`src/ptt_pkg.sv`:
```
// Package: commands, result kinds and controller interface types
package ptt_pkg;
  typedef enum logic [3:0] {
    CMD_TICK = 4'd0, CMD_ADD_PER = 4'd1, CMD_ADD_SHOT = 4'd2, CMD_ENABLE = 4'd3,
    CMD_QUERY = 4'd4, CMD_RESTART = 4'd5, CMD_SET_INT = 4'd6, CMD_REM_PER = 4'd7,
    CMD_ABORT = 4'd8, CMD_READ_TIME = 4'd9
  } cmd_t;
  typedef enum logic [1:0] {
    KIND_REPLY = 2'd0, KIND_PER = 2'd1, KIND_SHOT = 2'd2, KIND_DONE = 2'd3
  } kind_t;
  // controller -> datapath
  typedef struct packed {
    logic load;     // capture input item
    logic clr;      // clear walk index
    logic step;     // process slot at walk index, advance
    logic reply;    // emit command reply
    logic done;     // emit tick done
    logic shot_ph;  // walk in one-shot table
  } dp_cmd_t;
  // datapath -> controller
  typedef struct packed {
    logic is_tick;
    logic per_end;
    logic shot_end;
  } dp_sts_t;
endpackage

```
`src/ptt_ctrl.sv`:
```
// Controller: sequences slot walks and result emission
module ptt_ctrl import ptt_pkg::*; (
  input  logic    clk,
  input  logic    rst_n,
  input  logic    start,
  output logic    busy,
  input  dp_sts_t sts,
  output dp_cmd_t cmd
);
  typedef enum logic [2:0] {S_IDLE, S_DEC, S_PER, S_SHOT, S_DONE, S_REPLY} state_t;
  state_t state_r;

  always_ff @(posedge clk) begin
    if (!rst_n) state_r <= S_IDLE;
    else begin
      case (state_r)
        S_IDLE:  if (start) state_r <= S_DEC;
        S_DEC:   state_r <= sts.is_tick ? S_PER : S_REPLY;
        S_PER:   if (sts.per_end) state_r <= S_SHOT;
        S_SHOT:  if (sts.shot_end) state_r <= S_DONE;
        S_DONE:  state_r <= S_IDLE;
        S_REPLY: state_r <= S_IDLE;
        default: state_r <= S_IDLE;
      endcase
    end
  end

  assign busy = (state_r != S_IDLE);
  always_comb begin
    cmd = '0;
    cmd.load    = (state_r == S_IDLE) && start;
    cmd.clr     = (state_r == S_DEC) || (state_r == S_PER && sts.per_end);
    cmd.step    = (state_r == S_PER) || (state_r == S_SHOT) || (state_r == S_REPLY);
    cmd.shot_ph = (state_r == S_SHOT);
    cmd.reply   = (state_r == S_REPLY);
    cmd.done    = (state_r == S_DONE);
  end
endmodule

```
`src/ptt_dp.sv`:
```
// Datapath: slot tables, counters, lookup and result registers
module ptt_dp import ptt_pkg::*; #(
  parameter int PERIODIC_SLOTS = 8,
  parameter int ONESHOT_SLOTS  = 8
) (
  input  logic        clk,
  input  logic        rst_n,
  input  dp_cmd_t     cmd,
  output dp_sts_t     sts,
  input  logic [3:0]  in_cmd,
  input  logic [15:0] in_task_id,
  input  logic [31:0] in_period_or_delay,
  input  logic        in_enable_flag,
  output logic        out_valid,
  output logic [1:0]  out_kind,
  output logic [15:0] out_result_id,
  output logic        out_ok,
  output logic [31:0] out_time_now,
  output logic        out_last
);
  localparam int PW = (PERIODIC_SLOTS > 1) ? $clog2(PERIODIC_SLOTS) : 1;
  localparam int SW = (ONESHOT_SLOTS > 1) ? $clog2(ONESHOT_SLOTS) : 1;
  localparam int IW = (PW > SW) ? PW : SW;

  logic [15:0] per_id_r [PERIODIC_SLOTS];
  logic [31:0] per_limit_r [PERIODIC_SLOTS];
  logic [31:0] per_count_r [PERIODIC_SLOTS];
  logic        per_en_r [PERIODIC_SLOTS];
  logic [15:0] shot_id_r [ONESHOT_SLOTS];
  logic [31:0] shot_rem_r [ONESHOT_SLOTS];
  logic [15:0] id_ctr_r;
  logic [31:0] millis_r;
  logic [3:0]  cmd_r;
  logic [15:0] tid_r;
  logic [31:0] val_r;
  logic        en_r;
  logic [IW:0] idx_r;
  logic        hit_r;  // found a slot already during this walk

  logic [PW-1:0] pi;
  logic [SW-1:0] si;
  logic [31:0]   lim_nxt;
  logic [15:0]   id_nxt;
  logic          ok_nxt;
  logic [15:0]   rid_nxt;
  logic          p_match, s_match;

  assign pi = idx_r[PW-1:0];
  assign si = idx_r[SW-1:0];
  assign lim_nxt = (val_r == 32'd0) ? 32'd0 : val_r - 32'd1;
  assign id_nxt = (id_ctr_r == 16'hFFFF) ? 16'd1 : id_ctr_r + 16'd1;
  assign sts.is_tick  = (cmd_r == CMD_TICK);
  assign sts.per_end  = (idx_r == (IW+1)'(PERIODIC_SLOTS - 1));
  assign sts.shot_end = (idx_r == (IW+1)'(ONESHOT_SLOTS - 1));
  assign p_match = (tid_r != 16'd0) && (per_id_r[pi] == tid_r) && !hit_r;
  assign s_match = (tid_r != 16'd0) && (shot_id_r[si] == tid_r) && !hit_r;

  // reply: combinational compare across both tables in the reply state
  always_comb begin
    ok_nxt = 1'b0;
    rid_nxt = 16'd0;
    for (int i = PERIODIC_SLOTS - 1; i >= 0; i--) begin
      if (cmd_r == CMD_ADD_PER && per_id_r[i] == 16'd0) begin
        ok_nxt = 1'b1; rid_nxt = id_ctr_r;
      end
    end
    for (int i = ONESHOT_SLOTS - 1; i >= 0; i--) begin
      if (cmd_r == CMD_ADD_SHOT && shot_id_r[i] == 16'd0) begin
        ok_nxt = 1'b1; rid_nxt = id_ctr_r;
      end
    end
    case (cmd_r)
      CMD_ENABLE, CMD_RESTART, CMD_SET_INT, CMD_REM_PER, CMD_QUERY: begin
        for (int i = PERIODIC_SLOTS - 1; i >= 0; i--) begin
          if (tid_r != 16'd0 && per_id_r[i] == tid_r)
            ok_nxt = (cmd_r == CMD_QUERY) ? per_en_r[i] : 1'b1;
        end
      end
      CMD_ABORT: begin
        for (int i = 0; i < ONESHOT_SLOTS; i++) begin
          if (tid_r != 16'd0 && shot_id_r[i] == tid_r) ok_nxt = 1'b1;
        end
      end
      CMD_READ_TIME: ok_nxt = 1'b1;
      default: ;
    endcase
  end

  logic [PERIODIC_SLOTS-1:0] p_first;
  logic [ONESHOT_SLOTS-1:0]  s_first;
  always_comb begin
    p_first = '0;
    s_first = '0;
    for (int i = PERIODIC_SLOTS - 1; i >= 0; i--) begin
      if ((cmd_r == CMD_ADD_PER) ? (per_id_r[i] == 16'd0)
          : (tid_r != 16'd0 && per_id_r[i] == tid_r)) begin
        p_first = '0; p_first[i] = 1'b1;
      end
    end
    for (int i = ONESHOT_SLOTS - 1; i >= 0; i--) begin
      if ((cmd_r == CMD_ADD_SHOT) ? (shot_id_r[i] == 16'd0)
          : (tid_r != 16'd0 && shot_id_r[i] == tid_r)) begin
        s_first = '0; s_first[i] = 1'b1;
      end
    end
  end

  always_ff @(posedge clk) begin
    if (!rst_n) begin
      for (int i = 0; i < PERIODIC_SLOTS; i++) begin
        per_id_r[i] <= '0; per_limit_r[i] <= '0; per_count_r[i] <= '0; per_en_r[i] <= 1'b0;
      end
      for (int i = 0; i < ONESHOT_SLOTS; i++) begin
        shot_id_r[i] <= '0; shot_rem_r[i] <= '0;
      end
      id_ctr_r <= 16'd1;
      millis_r <= '0;
      idx_r <= '0;
      hit_r <= 1'b0;
      out_valid <= 1'b0;
    end else begin
      out_valid <= 1'b0;
      if (cmd.load) begin
        cmd_r <= in_cmd; tid_r <= in_task_id; val_r <= in_period_or_delay;
        en_r <= in_enable_flag;
        if (in_cmd == CMD_TICK) millis_r <= millis_r + 32'd1;
      end
      if (cmd.clr) begin
        idx_r <= '0; hit_r <= 1'b0;
      end else if (cmd.step && !cmd.reply) begin
        idx_r <= idx_r + 1'b1;
      end
      if (cmd.step && !cmd.reply && !cmd.shot_ph && per_id_r[pi] != 16'd0) begin
        if (per_count_r[pi] >= per_limit_r[pi]) begin
          per_count_r[pi] <= '0;
          if (per_en_r[pi]) begin
            out_valid <= 1'b1; out_kind <= KIND_PER; out_result_id <= per_id_r[pi];
            out_ok <= 1'b1; out_time_now <= millis_r; out_last <= 1'b0;
          end
        end else per_count_r[pi] <= per_count_r[pi] + 32'd1;
      end
      if (cmd.step && cmd.shot_ph && shot_id_r[si] != 16'd0) begin
        if (shot_rem_r[si] == 32'd0) begin
          shot_id_r[si] <= '0;
          out_valid <= 1'b1; out_kind <= KIND_SHOT; out_result_id <= shot_id_r[si];
          out_ok <= 1'b1; out_time_now <= millis_r; out_last <= 1'b0;
        end else shot_rem_r[si] <= shot_rem_r[si] - 32'd1;
      end
      if (cmd.done) begin
        out_valid <= 1'b1; out_kind <= KIND_DONE; out_result_id <= '0;
        out_ok <= 1'b1; out_time_now <= millis_r; out_last <= 1'b1;
      end
      if (cmd.reply) begin
        out_valid <= 1'b1; out_kind <= KIND_REPLY; out_result_id <= rid_nxt;
        out_ok <= ok_nxt; out_time_now <= millis_r; out_last <= 1'b1;
        for (int i = 0; i < PERIODIC_SLOTS; i++) begin
          if (p_first[i]) begin
            case (cmd_r)
              CMD_ADD_PER: begin
                per_count_r[i] <= '0; per_limit_r[i] <= lim_nxt; per_en_r[i] <= 1'b1;
                per_id_r[i] <= id_ctr_r;
              end
              CMD_ENABLE:  per_en_r[i] <= en_r;
              CMD_RESTART: per_count_r[i] <= '0;
              CMD_SET_INT: per_limit_r[i] <= lim_nxt;
              CMD_REM_PER: per_id_r[i] <= '0;
              default: ;
            endcase
          end
        end
        for (int i = 0; i < ONESHOT_SLOTS; i++) begin
          if (s_first[i]) begin
            case (cmd_r)
              CMD_ADD_SHOT: begin
                shot_rem_r[i] <= val_r; shot_id_r[i] <= id_ctr_r;
              end
              CMD_ABORT: shot_id_r[i] <= '0;
              default: ;
            endcase
          end
        end
        if ((cmd_r == CMD_ADD_PER && |p_first) || (cmd_r == CMD_ADD_SHOT && |s_first))
          id_ctr_r <= id_nxt;
      end
      if (cmd.step && !cmd.reply && (p_match || s_match)) hit_r <= 1'b1;
    end
  end
endmodule

```
`src/periodic_and_oneshot_timer_table_core.sv`:
```
// Top level: timer table core, controller plus datapath
// A tick walks every periodic slot then every one-shot slot, one slot per
// cycle, and gives one result per firing slot plus a done result. Any other
// command gives one reply. busy rises the cycle after acceptance and drops
// in the cycle the last result shows; each result shows on out_* for one
// cycle with out_valid and cannot be stalled.
module periodic_and_oneshot_timer_table_core import ptt_pkg::*; #(
  parameter int PERIODIC_SLOTS = 8,
  parameter int ONESHOT_SLOTS  = 8
) (
  input  logic        clk,
  input  logic        rst_n,
  input  logic        start,
  output logic        busy,
  input  logic [3:0]  in_cmd,
  input  logic [15:0] in_task_id,
  input  logic [31:0] in_period_or_delay,
  input  logic        in_enable_flag,
  output logic        out_valid,
  output logic [1:0]  out_kind,
  output logic [15:0] out_result_id,
  output logic        out_ok,
  output logic [31:0] out_time_now,
  output logic        out_last
);
  dp_cmd_t dcmd;
  dp_sts_t dsts;

  ptt_ctrl u_ctrl (.clk, .rst_n, .start, .busy, .sts(dsts), .cmd(dcmd));

  ptt_dp #(.PERIODIC_SLOTS(PERIODIC_SLOTS), .ONESHOT_SLOTS(ONESHOT_SLOTS)) u_dp (
    .clk, .rst_n, .cmd(dcmd), .sts(dsts), .in_cmd, .in_task_id, .in_period_or_delay,
    .in_enable_flag, .out_valid, .out_kind, .out_result_id, .out_ok, .out_time_now,
    .out_last
  );
endmodule

```
`config.mk`:
```
export PLATFORM = sky130hd
export DESIGN_NAME = periodic_and_oneshot_timer_table_core
export DESIGN_NICKNAME = d
export VERILOG_FILES = /design/src/ptt_pkg.sv /design/src/ptt_ctrl.sv /design/src/ptt_dp.sv /design/src/periodic_and_oneshot_timer_table_core.sv
export SDC_FILE = /design/constraint.sdc
export NUM_CORES = 2
export LEC_CHECK = 0
export BUFFER_PORTS_ARGS = -buffer_cell sky130_fd_sc_hd__buf_2
export CAP_MARGIN = 10
export CORE_AREA = 3 3 331 333
export CTS_CLUSTER_DIAMETER = 40
export DETAILED_ROUTE_END_ITERATION = 12
export DIE_AREA = 0 0 334 336
export GPL_ROUTABILITY_DRIVEN = 0
export PLACE_DENSITY = 0.72
export SLEW_MARGIN = 0
export SYNTH_ARGS = -nofsm -noshare
export SYNTH_HDL_FRONTEND = slang
export SYNTH_SLANG_ARGS = --single-unit
export TNS_END_PERCENT = 20
```
`constraint.sdc`:
```
create_clock -name clk -period 9.42 [get_ports clk]
set_input_delay 0.942 -clock clk [delete_from_list [all_inputs] [get_ports clk]]
set_output_delay 0.942 -clock clk [all_outputs]
set_load 0.05 [all_outputs]
```
# Word-level counts from Yosys, hierarchy flattened
# Memories as Yosys holds them, arrays and structs flattened. A register that Yosys moved wholly into a read port is not among the register bits.
# Index checks and enable logic that the tools add are counted.
[op_classes] mux=493 multipliers=0 n_reduce_logical=84 eq_ne=35 order_cmp=1 n_shift=0 add_sub_neg=6 div=0 bitwise=90
[ops] op="2-to-1 mux 32 bit" count=51
[ops] op="2-to-1 mux 16 bit" count=57
[ops] op="2-to-1 mux 1 bit" count=342
[ops] op="== test 16 bit" count=16
[ops] op="zero test 16 bit" count=16
[ops] op="2-to-1 mux 8 bit" count=16
[ops] op="bitwise OR 1 bit" count=89
[ops] op="adder 32 x 1 -> 32 bit (second input constant)" count=2
[ops] op="zero test 32 bit" count=2
[ops] op="OR reduction 32 bit" count=2
[ops] op="subtractor 32 x 1 -> 32 bit (second input constant)" count=2
[ops] op="2-to-1 mux 3 bit" count=19
[ops] op="nonzero test 16 bit" count=3
[ops] op="logical AND 1 bit" count=41
[ops] op="greater-or-equal comparator 32 bit" count=1
[ops] op="== test 4 x 3 -> 1 bit (second input constant)" count=5
[ops] op="adder 16 x 1 -> 16 bit (second input constant)" count=1
[ops] op="== test 16 bit (second input constant)" count=1
[ops] op="OR reduction 16 bit" count=1
[ops] op="OR reduction 8 bit" count=2
[ops] op="2-to-1 mux 2 bit" count=6
[ops] op="case mux 3 bit (4 select lines)" count=1
[ops] op="== test 4 x 2 -> 1 bit (second input constant)" count=2
[ops] op="== test 4 bit (second input constant)" count=2
[ops] op="18 further kinds" count=29
[word_totals] input_bits=56 mem_count=6 register_bits=161 ram_bits=1032 latch_bits=0 elab_cells=729 rom_bits=0
[mem_list] memory="u_dp.per_count_r" depth=8 word_bits=32 rd=1 rd_ports_with_merged_regs=1 write_ports=8 line_no="ptt_dp.sv:27" text="logic [31:0] per_count_r [PERIODIC_SLOTS];"
[mem_list] memory="u_dp.per_limit_r" depth=8 word_bits=32 rd=1 rd_ports_with_merged_regs=1 write_ports=8 line_no="ptt_dp.sv:26" text="logic [31:0] per_limit_r [PERIODIC_SLOTS];"
[mem_list] memory="u_dp.shot_rem_r" depth=8 word_bits=32 rd=1 rd_ports_with_merged_regs=1 write_ports=8 line_no="ptt_dp.sv:30" text="logic [31:0] shot_rem_r [ONESHOT_SLOTS];"
[mem_list] memory="u_dp.per_id_r" depth=8 word_bits=16 rd=9 rd_ports_with_merged_regs=1 write_ports=8 line_no="ptt_dp.sv:25" text="logic [15:0] per_id_r [PERIODIC_SLOTS];"
[mem_list] memory="u_dp.shot_id_r" depth=8 word_bits=16 rd=9 rd_ports_with_merged_regs=1 write_ports=8 line_no="ptt_dp.sv:29" text="logic [15:0] shot_id_r [ONESHOT_SLOTS];"
[mem_list] memory="u_dp.per_en_r" depth=8 word_bits=1 rd=9 rd_ports_with_merged_regs=1 write_ports=8 line_no="ptt_dp.sv:28" text="logic per_en_r [PERIODIC_SLOTS];"

# Logic depth before layout (Yosys ltp)
[logic_depth] ltp_word=28 depth_mapped=25 ltp_nobuf=12

# Cells and area by module
# A second synthesis with hierarchy kept.
[unflattened] hier_cells=5137 area_unflattened_um2=62494.9
[by_module_without_submodules] module="ptt_dp" cells_per_inst=5106 instances=1 area_each_um2=62251.0
[by_module_without_submodules] module="ptt_ctrl" cells_per_inst=31 instances=1 area_each_um2=244.0

# Worst setup path before layout
# No wires, ideal clock.
[synth_path] path_kind="flip-flop to flip-flop" startpoint="register (tool-made name)" endpoint="memory u_dp.per_count_r[0][5], data pin" t_required_ns=9.274 arrival_ns=5.780 path_buffers=11 setup_slack_ns=3.495 path_stages_with_launch=23 setup_ns=0.146 cell_sequence="dfxtp_1 > buf_2 > buf_4 > buf_6 > buf_6 > buf_2 > buf_4 > buf_2 > buf_2 > buf_1 > mux4_2 > mux2i_1 > ha_1 > a21oi_1 > a21boi_0 > o31a_1 > o41ai_1 > o2111ai_1 > clkbuf_1 > nor2_1 > clkbuf_1 > nand3_1 > nor2_1"
[synth_lines] element="end: declaration" line_no="ptt_dp.sv:27"

==> summary.md <==
| Metric | Value |
|---|---|
| Starting DRT DRC Count | `approximately 6600` |
| Top post-synthesis cells by area | `edfxtp_1 50%, mux4_2 9.4%, dfxtp_1 6.3%` |
| Max incr delay on CP | `~1000 ps` |
| Max cap viols | `0` |
| Yosys reg bits | `~1200` |
| Count of final setup violators | `0` |
| Via/cell ratio | `6.823` |
| R2R cell count | `10` |
| DR DRC count | `0` |
| RSZ-0062 raised after global routing | `no` |
| Pwr Total | `13850 uW` |
| Slew margin rel. | `between 8 and 9%` |
| Leak Pwr | `between 0.02 and 0.025 uW` |
| CTS tree | `done` |
| Reg clk slew, reported paths | `about 60 ps` |
| Vias in the first global route | `43510` |
| Grt total ovfl | `0` |
| Slowest-stage cell, CP | `or3_2` |
| YS warnings | `0` |
| Vias | `between 40000 and 50000` |
| First-pass iteration count of the detailed router | `9` |
| CP Cell Sequence | `buf_4 -> mux4_2 -> nor2b_1 -> a221oi_1 -> inv_1 -> and3_1 -> a311oi_2 -> buf_4 -> and2_2 -> or3_2` |
| Worst skew pair latency | `780 ps` |
| Final core occ | `~64%` |
| Wire length on met1 | `a little under 70 mm` |
| Total length of routed met2 wires | `between 80 and 90 mm` |
| H-tree levels | `4` |
| Arrival @ worst endpoint | `6500 ps` |
| Main flop type after synthesis | `edfxtp_1` |
| Clk buf depth | `3` |
| Antenna-violating nets left | `0` |
| Syn_nets | `between 4000 and 5000` |
| Worst min path class | `primary input to flip-flop` |
| Largest net degree at the start of global routing | `95` |
| Final TNS setup | `0 ps` |
| First-pass GRT wire length | `279.0 mm` |
| Multi-input combinational cell area | `around 0.025 mm2` |
| Synth Area per Inst | `12.44 um2` |
| Worst clock skew | `roughly 37 ps` |
| Total Wirelength | `188.7 mm` |
| Die Footprint | `~0.11 mm2` |
| DP Area | `~0.063 mm2` |
| Largest area contributor in the netlist | `edfxtp_1` |
| Yosys top cell area share | `between 40% and 50%` |
| Number of synthesized flops with an enable pin | `1004` |
| Hold Crit Depth | `1` |
| Slew Limit Fails | `0` |
| Initial antenna violation count | `12` |
| Final hold vios | `0` |
| Peak VDD IR | `between 150 and 200 uV` |
| CP Launch Type | `flip-flop` |
| Register area | `~0.034 mm2` |
| Status | `completed` |
| F_max | `roughly 160 MHz` |
| Sink Count | `about 1200` |
| Crit-path max FO | `65` |
| I/O pins | `110` |
| Register area share after synthesis | `between 50% and 60%` |
| Worst Hold Launch | `in_period_or_delay[12]` |
| Top-count cell post-synth | `edfxtp_1` |
| Mapped Cells | `around 4900` |
| Drt wl/cell | `29.23 um` |
| Fin crit share | `between 60% and 70%` |
| Power per cell area | `203.1 mW/mm2` |
| Post-CTS Hold Buffers | `0` |
| Port Buffer Count | `between 100 and 150` |
| Critical Path RT | `roughly 10000 ps` |
| Fill cells | `7965` |
| Die X | `334 um` |
| CP dominant cell by count | `buf_4` |
| Post-CTS Resized | `0` |
| Worst-margin pin slew | `approximately 1400 ps` |
| Crit Path Category | `flip-flop to flip-flop` |
| Total GRT Usage | `roughly a third` |
| Starting density of the core | `56.73%` |
| Post-route cell area | `between 0.06 and 0.07 mm2` |
| FP Rows | `120` |
| Top cells by count, synth | `1004 x edfxtp_1, 736 x nor2_1, 333 x nand2_1, 262 x xnor2_1, 253 x mux4_2` |
| Async SR Flop Fraction | `0%` |
| Top layer used by detailed routing | `met5` |
| Mapped Area | `0.06064 mm2` |
| Hold Path End | `u_dp.val_r[12]` |
| Count of cell types in the netlist | `about 90` |
| Post-CTS setup buffer count | `0` |
| Register-to-register setup slack | `3300 ps` |
| Final min period | `around 6000 ps` |
| CP endpoint kind | `flip-flop` |
| CTS Buf Count | `between 150 and 200` |
| Dpl hpwl | `118.2 mm` |
| Core Box Area | `0.1069 mm2` |
| Ratio of cells with drive above 1 in the final layout | `~18%` |
| Final #Nets | `about 5000` |
| Reg2reg end | `u_dp.shot_rem_r[7][18]` |
| Die height | `roughly 340 um` |
| Worst hold slack | `about 350 ps` |
| DR WL met3 | `around 24 mm` |
| P&R area growth vs syn | `12.45%` |
| CTS root buf | `clkbuf_16` |
## metal layers
metal	vias to the layer above	track usage (%)
met5	-	0
met4	14	18.27
met3	813	9.193
met2	3201	51.18
met1	21590	43.85
li1	18440	-
## placed cells by master, fill, tap and decap left out, types with 36 or more instances in the layout
master / count
nor3_1: 42
edfxtp_1: 1004
o22ai_1: 36
a22oi_1: 85
nor2_1: 735
buf_2: 108
nand3_1: 93
mux2i_1: 165
a22o_1: 62
and2_1: 145
nand4_1: 89
a21oi_1: 81
dfxtp_1: 189
nand2_1: 333
o2bb2ai_1: 40
or4_1: 41
xnor2_1: 262
o21ai_0: 123
buf_4: 117
ha_1: 39
mux2_2: 44
mux4_2: 253
nor4_1: 131
xor2_1: 127
clkbuf_16: 170
## kinds of logic after synthesis
group | count (synthesis) | share of synthesized area [%]
xor+xnor | 390 | 5.645
compound gates | 589 | 6.778
buf+inv | 384 | 2.853
mux | 495 | 13.74
simple gates | 1782 | 14.13
flops | 1196 | 56.05
fa+ha+maj | 39 | 0.8047
## critical path, delay by kind of cell, from the launching register on
kind	cells	cell delay (ps)
buffers and inverters	3	1330
AND/OR/NAND/NOR	4	2400
AO/OA/AOI/OAI	2	670
multiplexers	1	350
flip-flops	1	920
## area by class of cell
cell class              count  area share (%)
well taps                1403           2.574
clock buffers             190           6.392
clock inverters           105           1.873
multi-input cells        3295           36.83
inverters                  32          0.1780
diodes                      3         0.01101
flip-flops and latches   1196           49.86
repair buffers            232           2.273
## flip-flops by register name, summed over array words and instances, names as in the netlist, 2 cells and up, named ones only
signal,count
u_ctrl.state_r,3
u_dp.cmd_r,4
u_dp.id_ctr_r,16
u_dp.idx_r,4
u_dp.millis_r,32
u_dp.out_kind,2
u_dp.out_result_id,16
u_dp.out_time_now,32
u_dp.per_count_r,256
u_dp.per_en_r,8
u_dp.per_id_r,128
u_dp.per_limit_r,256
u_dp.shot_id_r,128
u_dp.shot_rem_r,256
u_dp.tid_r,16
u_dp.val_r,32
## worst max-delay path by stage
| stage | slack [ps] | depth (start not counted) | from | to |
|---|---|---|---|---|
| 2_1_floorplan | 3490 | 22 | flip-flop | u_dp.per_count_r[0][5] |
| 3_3_place_gp | 3350 | 15 | flip-flop | u_dp.out_time_now[31] |
| 3_5_place_dp | 3330 | 15 | flip-flop | u_dp.out_time_now[31] |
| 4_1_cts | 3320 | 15 | flip-flop | u_dp.out_time_now[31] |
| 5_1_grt | 2900 | 15 | flip-flop | u_dp.out_time_now[31] |
| 6_report | 3300 | 10 | flip-flop | u_dp.shot_rem_r[7][18] |
## metrics by stage
step / std cells / setup WS, ps
final: 6456 / 3297
after global routing: 6453 / 2898
after CTS: 6453 / 3324
after detailed placement: 6158 / 3334
after global placement: 6158 / 3346
after floorplan: 4875 / 3495
## power breakdown
group	switching [uW]	internal, uW
logic	880	516
registers	166	5940
clock network	2440	3910
Note: power is estimated with default switching activity, not from simulation.
